## src/sv/brs_pkg.sv

```systemverilog
`default_nettype none

package brs_pkg;

  // Fields of one received packet item.
  typedef struct packed {
    logic [1:0]  mode;
    logic [31:0] now_sec;
    logic [31:0] change_id;
    logic [31:0] change_id_orig;
    logic [7:0]  bitmap_byte;
    logic [6:0]  byte_index;
    logic        last_chunk;
    logic [31:0] oldest_new_id;
    logic [9:0]  range_start;
    logic [9:0]  range_end;
    logic [31:0] delay_ms;
    logic [9:0]  sector;
  } brs_in_t;

  // Fields of one result item.
  typedef struct packed {
    logic        ignored;
    logic        write_request;
    logic [9:0]  write_block;
    logic [31:0] write_id;
    logic [1:0]  sync_mode;
    logic        all_current;
    logic        newer_block_seen;
    logic        id_mismatch;
  } brs_out_t;

  // Packet kinds.
  localparam logic [1:0] MODE_BITMAP  = 2'd0;
  localparam logic [1:0] MODE_OLDER   = 2'd1;
  localparam logic [1:0] MODE_CHANGE  = 2'd2;
  localparam logic [1:0] MODE_CAT_PTR = 2'd3;

  // Sync modes.
  localparam logic [1:0] SYNC_WAIT_PTR  = 2'd0;
  localparam logic [1:0] SYNC_WAIT_CAT  = 2'd1;
  localparam logic [1:0] SYNC_WAIT_OLD  = 2'd2;
  localparam logic [1:0] SYNC_WAIT_DATA = 2'd3;

  localparam logic [31:0] ID_MAX      = 32'hFFFF_FFFF;
  localparam logic [31:0] MS_PER_SEC  = 32'd1000;
  // ceil(2^38 / 1000): quotient by 1000 is a multiply and a shift by 38.
  localparam logic [31:0] RECIP_1000  = 32'd274877907;
  localparam int          RECIP_SHIFT = 38;

endpackage

`default_nettype wire

```

## src/sv/brs_div1000.sv

```systemverilog
`default_nettype none

module brs_div1000
  import brs_pkg::*;
(
  input  wire logic        clk_i,
  input  wire logic [31:0] ms_i,
  output logic      [31:0] sec_o
);

  logic [63:0] prod_q;
  logic [31:0] ms_q;
  logic [25:0] quot;
  logic [35:0] back;

  // The product is registered; the correction multiply follows next cycle.
  always_ff @(posedge clk_i) begin
    prod_q <= ms_i * RECIP_1000;
    ms_q   <= ms_i;
  end

  always_comb begin
    quot = prod_q[63:RECIP_SHIFT];
    back = quot * MS_PER_SEC[9:0];
    if (back > {4'd0, ms_q}) begin
      sec_o = 32'(quot - 26'd1);
    end else begin
      sec_o = 32'(quot);
    end
  end

endmodule

`default_nettype wire

```

## config.mk

```make
export PLATFORM = sky130hd
export DESIGN_NAME = brs_div1000
export DESIGN_NICKNAME = d
export VERILOG_FILES = /design/src/sv/brs_pkg.sv /design/src/sv/brs_div1000.sv
export SDC_FILE = /design/constraint.sdc
export NUM_CORES = 1
export LEC_CHECK = 0
export BUFFER_PORTS_ARGS = -buffer_cell sky130_fd_sc_hd__buf_2
export CAP_MARGIN = 20
export CORE_UTILIZATION = 32
export DETAILED_ROUTE_END_ITERATION = 6
export SLEW_MARGIN = 20
export SYNTH_ARGS = -nofsm -noshare
export SYNTH_HDL_FRONTEND = slang
export SYNTH_SLANG_ARGS = --single-unit
```

## constraint.sdc

```tcl
create_clock -name clk_i -period 10 [get_ports clk_i]
set_clock_uncertainty 0.15 [all_clocks]
set_input_delay 0.5 -clock clk_i [delete_from_list [all_inputs] [get_ports clk_i]]
set_output_delay 0.5 -clock clk_i [all_outputs]
set_load 0.005 [all_outputs]
```

==> results of run 1 <==
-- through the flow --
step / hold WS, ps / worst slack (ps) / instance area (sq um) / cells
floorplan: 378 / 3010 / 20700 / 2116
global placement: 675 / 1090 / 21900 / 3015
detailed placement: 672 / 1140 / 21900 / 3015
CTS: 341 / 728 / 22100 / 3023
global route: 346 / 101 / 22100 / 3023
finish: 348 / 823 / 22100 / 3023
-- cell usage after synthesis (8+ instances only) --
master,n,area [sq um]
nor3_1,8,40.0
fa_1,380,7610
inv_1,703,2640
a21oi_1,76,380
and3_1,13,81.3
nor2b_1,10,62.6
nand2b_1,8,50.1
nand4_1,19,119
dfxtp_1,55,1100
o21bai_1,9,67.6
o21ai_0,36,180
nand2_1,30,113
buf_4,8,60.1
xor2_1,15,131
nand3_1,28,140
ha_1,506,6330
nor2_1,43,161
a21o_1,33,248
xnor2_1,52,455
-- logic make-up (layout without fill, tap and decap cells) --
family,after synthesis,after routing,synth area share [%]
flip-flops,55,55,5.33
buffers and inverters,714,775,13.2
AND/OR/NAND/NOR,183,183,4.57
XOR/XNOR,67,67,2.84
multiplexers,1,1,0.0485
adder cells (fa/ha/maj),886,886,67.5
AO/OA/AOI/OAI,210,210,6.53
-- state kept, by name (all words and copies together), names as in the netlist --
name / count
ms_q: 32
prod_q: 23
-- worst paths after layout --
check                          start         endpoint  slack (ps)
setup / recovery  prod_q[45]$_DFF_P_        sec_o[28]         820
hold / removal               ms_i[2]  ms_q[2]$_DFF_P_         350
-- cells in the final DEF (no fill, tap or decap), types with 3 or more instances in the layout --
cell type,instances
nand3b_1,3
xor2_1,15
fa_1,380
o2111ai_1,3
ha_1,506
xnor2_1,52
and2_1,6
nor3_1,8
o31ai_1,3
inv_1,703
o21ai_0,36
and4_1,4
nor2b_1,10
buf_2,64
or2_2,3
o21a_1,4
a31oi_1,6
clkbuf_16,5
o21bai_1,9
o22ai_1,3
dfxtp_1,55
o211ai_1,5
nand2b_1,8
nor3b_1,3
nand4_1,19
a21oi_1,76
nand2_1,30
and3_1,13
a21boi_0,6
nor2_1,43
nand3_1,28
a21o_1,33
-- critical path: stages (launching register included) --
cell and delay [ps]:
dfxtp_1 570, inv_1 290, fa_1 570, fa_1 460
fa_1 510, fa_1 530, inv_1 50, ha_1 330
a21oi_1 250, nand2_1 80, a21oi_1 220, o31ai_2 140
a21boi_0 390, o21ai_0 230, a31oi_1 210, o21bai_1 100
xor2_1 150, ha_1 290, nand2_1 80, nor4_1 460
o21ai_0 290, a21oi_1 280, a2111o_1 690, nor3b_1 490
and3_1 350, buf_2 160
-- final cells by class --
| type | instances | area share (%) |
|---|---|---|
| inverters | 703 | 11.9 |
| multi-input cells | 1347 | 76.2 |
| clock buffers | 5 | 0.566 |
| well taps | 846 | 4.79 |
| clock inverters | 3 | 0.102 |
| repair buffers | 64 | 1.45 |
| flip-flops and latches | 55 | 4.98 |
-- routing by layer --
metal,track usage [%],vias to the layer above,routed length (microns)
met3,1.91,42,2010
met1,22.2,6944,23800
li1,-,6644,-
met2,27.1,227,23500
met4,3.09,0,897
met5,0,-,0
==> out/summary.txt, run 1 <==
Synth cell types -> 60
CP startpoint kind -> flop
DRC -> 0
Synth Register Bits -> 55
max frequency -> 109 MHz
synthesized area -> 20700 sq um
clk root buf -> clkbuf_16
Final Max Tran Viols -> 0
largest net degree at the start of global routing -> 25
Crit. End Element -> primary output
ratio of cells with drive above 1 in the final layout -> 3.77%
Post-CTS Resized -> 0
DR vias -> 13900
clock tree buffer depth -> 2
antenna diode count -> 0
I/O Buffers -> 64
WS Path Type -> flop to primary output
wire per inst -> 16.6 microns
Vias per Instance -> 4.58
Layout Utilization -> 34.8%
flip-flop and latch area -> 1100 sq um
ys async rst share -> 0%
number of global-route vias before repair -> 15500
Die Wd -> 256 microns
status -> complete, no violations
initial antenna violation count -> 0
Tightest Pin Transition -> 851 ps
final setup vio count -> 0
Layout Nets -> 3095
Syn-to-layout area delta -> 6.97%
crit path DAT -> 8530 ps
drt pass-1 iters -> 4
yosys warns -> 0
Synth Net Count -> 3035
setup bufs post-CTS -> 0
Post-DRT Antenna Nets -> 0
H-tree levels -> 2
syn_area_per_cell -> 9.76 sq um
Multi-input gate area -> 16800 sq um
die height -> 256 microns
RSZ-0062 raised after global routing -> no
hold_buf cts -> 0
period utilization -> 91.8%
Remaining Overflow, GRT -> 0
I/O pin total -> 65
type of the tightest min-delay check -> primary input to flop
DRT iter0 DRCs -> 471
FILL cells -> 6431
worst-path fanout max -> 24
WP data required -> 9350 ps
Final min period -> 9180 ps
max cap viols -> 0
Gate Count Post-Synth -> 2116
sequential cell area fraction in the yosys report -> 5.33%
Placer Congestion -> 0.921
DP HPWL -> 44100 microns
CTS tree -> yes
Num CTS Buffers -> 5
Core Area -> 63400 sq um
initial core utilization -> 32.6%
gr usage total -> 16.1%
Worst-path clk slew -> 90 ps
setup TNS -> 0 ps
final-report hold violation count -> 0
number of enable flip-flop cells after synthesis -> 0
Worst Hold Path Cells -> 1
Die ar. -> 65600 sq um
row count -> 92
Sink Count -> 55
first-pass GRT wire length -> 83400 microns
Synth Flop Type -> dfxtp_1
Rel. slew slack -> 43.2%
final WL -> 50200 microns
Power of run 1 is left out: the tool's default activity adds up to more than one toggle a clock period on the data nets, which glitch-free logic cannot reach.
==> inputs of run 2 (changes only) <==
--- a/config.mk
+++ b/config.mk
@@ -7,8 +7,11 @@
 export LEC_CHECK = 0
 export BUFFER_PORTS_ARGS = -buffer_cell sky130_fd_sc_hd__buf_2
 export CAP_MARGIN = 20
+export CELL_PAD_IN_SITES_DETAIL_PLACEMENT = 0
+export CELL_PAD_IN_SITES_GLOBAL_PLACEMENT = 1
 export CORE_UTILIZATION = 32
 export DETAILED_ROUTE_END_ITERATION = 6
+export PLACE_DENSITY_LB_ADDON = 0.1
 export SLEW_MARGIN = 20
 export SYNTH_ARGS = -nofsm -noshare
 export SYNTH_HDL_FRONTEND = slang
==> out/summary.txt, run 2 (same netlist as run 1, synthesis figures left out) <==
final WL -> 57500 microns (+14%)
drt pass-1 iters -> 5 (+1)
DRC -> 0 (unchanged)
Placed Area -> 22000 sq um (about the same)
setup ws final -> 943 ps (+120 ps)
DP HPWL -> 50700 microns (+15%)
Final Max Tran Viols -> 0 (unchanged)
Tightest Pin Transition -> 819 ps (-32.4 ps)
Core Area -> 63400 sq um (unchanged)
WP data required -> 9350 ps (about the same)
RSZ-0062 raised after global routing -> no
hold_buf cts -> 0 (unchanged)
final-report hold violation count -> 0 (unchanged)
gr usage total -> 18.4% (+2.3 points)
period utilization -> 90.6% (-1.2 points)
Die ar. -> 65600 sq um (unchanged)
CP startpoint kind -> flop
I/O Buffers -> 64 (unchanged)
status -> complete, no violations
CP Launch Point -> prod_q[44]$_DFF_P_
max cap viols -> 0 (unchanged)
wire per inst -> 19.0 microns (+14%)
type of the tightest min-delay check -> primary input to flop
crit path DAT -> 8410 ps (-120 ps)
Vias per Instance -> 4.54 (-1.0%)
I/O pin total -> 65 (unchanged)
ratio of cells with drive above 1 in the final layout -> 3.90% (+0.13 points)
final instance area -> 22100 sq um (+0.12%)
number of global-route vias before repair -> 15400 (-0.77%)
die height -> 256 microns (unchanged)
DR vias -> 13700 (-0.93%)
Num CTS Buffers -> 5 (unchanged)
Final min period -> 9060 ps (-120 ps)
Crit. End Element -> primary output
commonest non-fill, non-tap cell in the layout -> inv_1
CTS tree -> yes
Layout Nets -> 3097 (+0.065%)
Sink Count -> 55 (unchanged)
final setup vio count -> 0 (unchanged)
first-pass GRT wire length -> 91500 microns (+9.7%)
Worst-path clk slew -> 80 ps (about the same)
Remaining Overflow, GRT -> 0 (unchanged)
largest net degree at the start of global routing -> 25 (unchanged)
post-placement worst setup slack -> 934 ps (-208 ps)
H-tree levels -> 2 (unchanged)
setup bufs post-CTS -> 0 (unchanged)
initial core utilization -> 32.6% (unchanged)
biggest regs -> ms_q x32, prod_q x23
Post-CTS Resized -> 0 (unchanged)
most frequent cells in the layout -> inv_1 (703), ha_1 (506), fa_1 (380), a21oi_1 (76), buf_2 (64)
initial antenna violation count -> 2 (+2)
worst-path fanout max -> 24 (unchanged)
largest register by flop count -> ms_q
Placer Congestion -> 0.836 (-9.3%)
clk root buf -> clkbuf_16
Hold Startpoint -> ms_i[3]
max frequency -> 110 MHz (+1.3%)
Post-DRT Antenna Nets -> 0 (unchanged)
row count -> 92 (unchanged)
WS Path Type -> flop to primary output
Largest register FFs -> 32 (unchanged)
Syn-to-layout area delta -> 7.10%
Die Wd -> 256 microns (unchanged)
setup TNS -> 0 ps (unchanged)
DRT iter0 DRCs -> 453 (-3.8%)
clock tree buffer depth -> 2 (unchanged)
Rel. slew slack -> 44.7% (+1.4 points)
==> run 2: cell types whose count changed in the layout (fill, tap and decap cells not counted), sizes merged <==
cell      change
clkinvlp      +1
clkbuf        +1
buf           +2
diode         +1
inv           -1
clkinv        -1
==> run 2: per-layer routing <==
metal  wire length, microns  global-route usage [%]  vias to the layer above
met3                   1270                    1.53                       28
met2                  26300                    30.2                      137
met1                  29300                    26.9                     6915
met5                      0                       0                        -
li1                       -                       -                     6648
met4                    617                    2.31                        0
==> run 2: cell type report <==
| class | instances | area (sq um) |
|---|---|---|
| clock buffer | 6 | 139 |
| clock inverter | 2 | 16.3 |
| multi-input combinational | 1347 | 16800 |
| antenna | 1 | 2.50 |
| sequential | 55 | 1100 |
| inverter | 703 | 2640 |
| tap | 846 | 1060 |
| fill | 6577 | 41300 |
| timing repair buffer | 66 | 335 |
==> run 2: worst paths after layout <==
kind                  cells after the start         endpoint  slack [ps]
worst max-delay path                     25        sec_o[26]         940
worst min-delay path                      1  ms_q[3]$_DFF_P_         340
==> run 2: critical path, cell delays in order (launching register included) <==
cell and delay, ps:
dfxtp_1 670, inv_1 330, fa_1 630, fa_1 450, fa_1 510, fa_1 530, inv_1 40, ha_1 390
nand2_1 100, nand3_1 100, o21ai_2 80, o31ai_2 500, a21boi_0 290, o21ai_0 350, a31oi_1 140, o21bai_1 170
xor2_1 100, ha_1 300, nand2_1 90, nor4_1 470, o21ai_0 270, a21oi_1 280, a2111o_2 430, nor3b_1 330
and3_1 330, buf_2 160
==> run 2: stage by stage <==
stage	hold slack, ps	cells	util, %
2_1_floorplan	378	2116	-
3_3_place_gp	672	3017	34.6
3_5_place_dp	669	3017	34.6
4_1_cts	330	3025	34.9
5_1_grt	334	3025	34.9
6_report	342	3026	34.9
Power of run 2 is left out for the same reason.
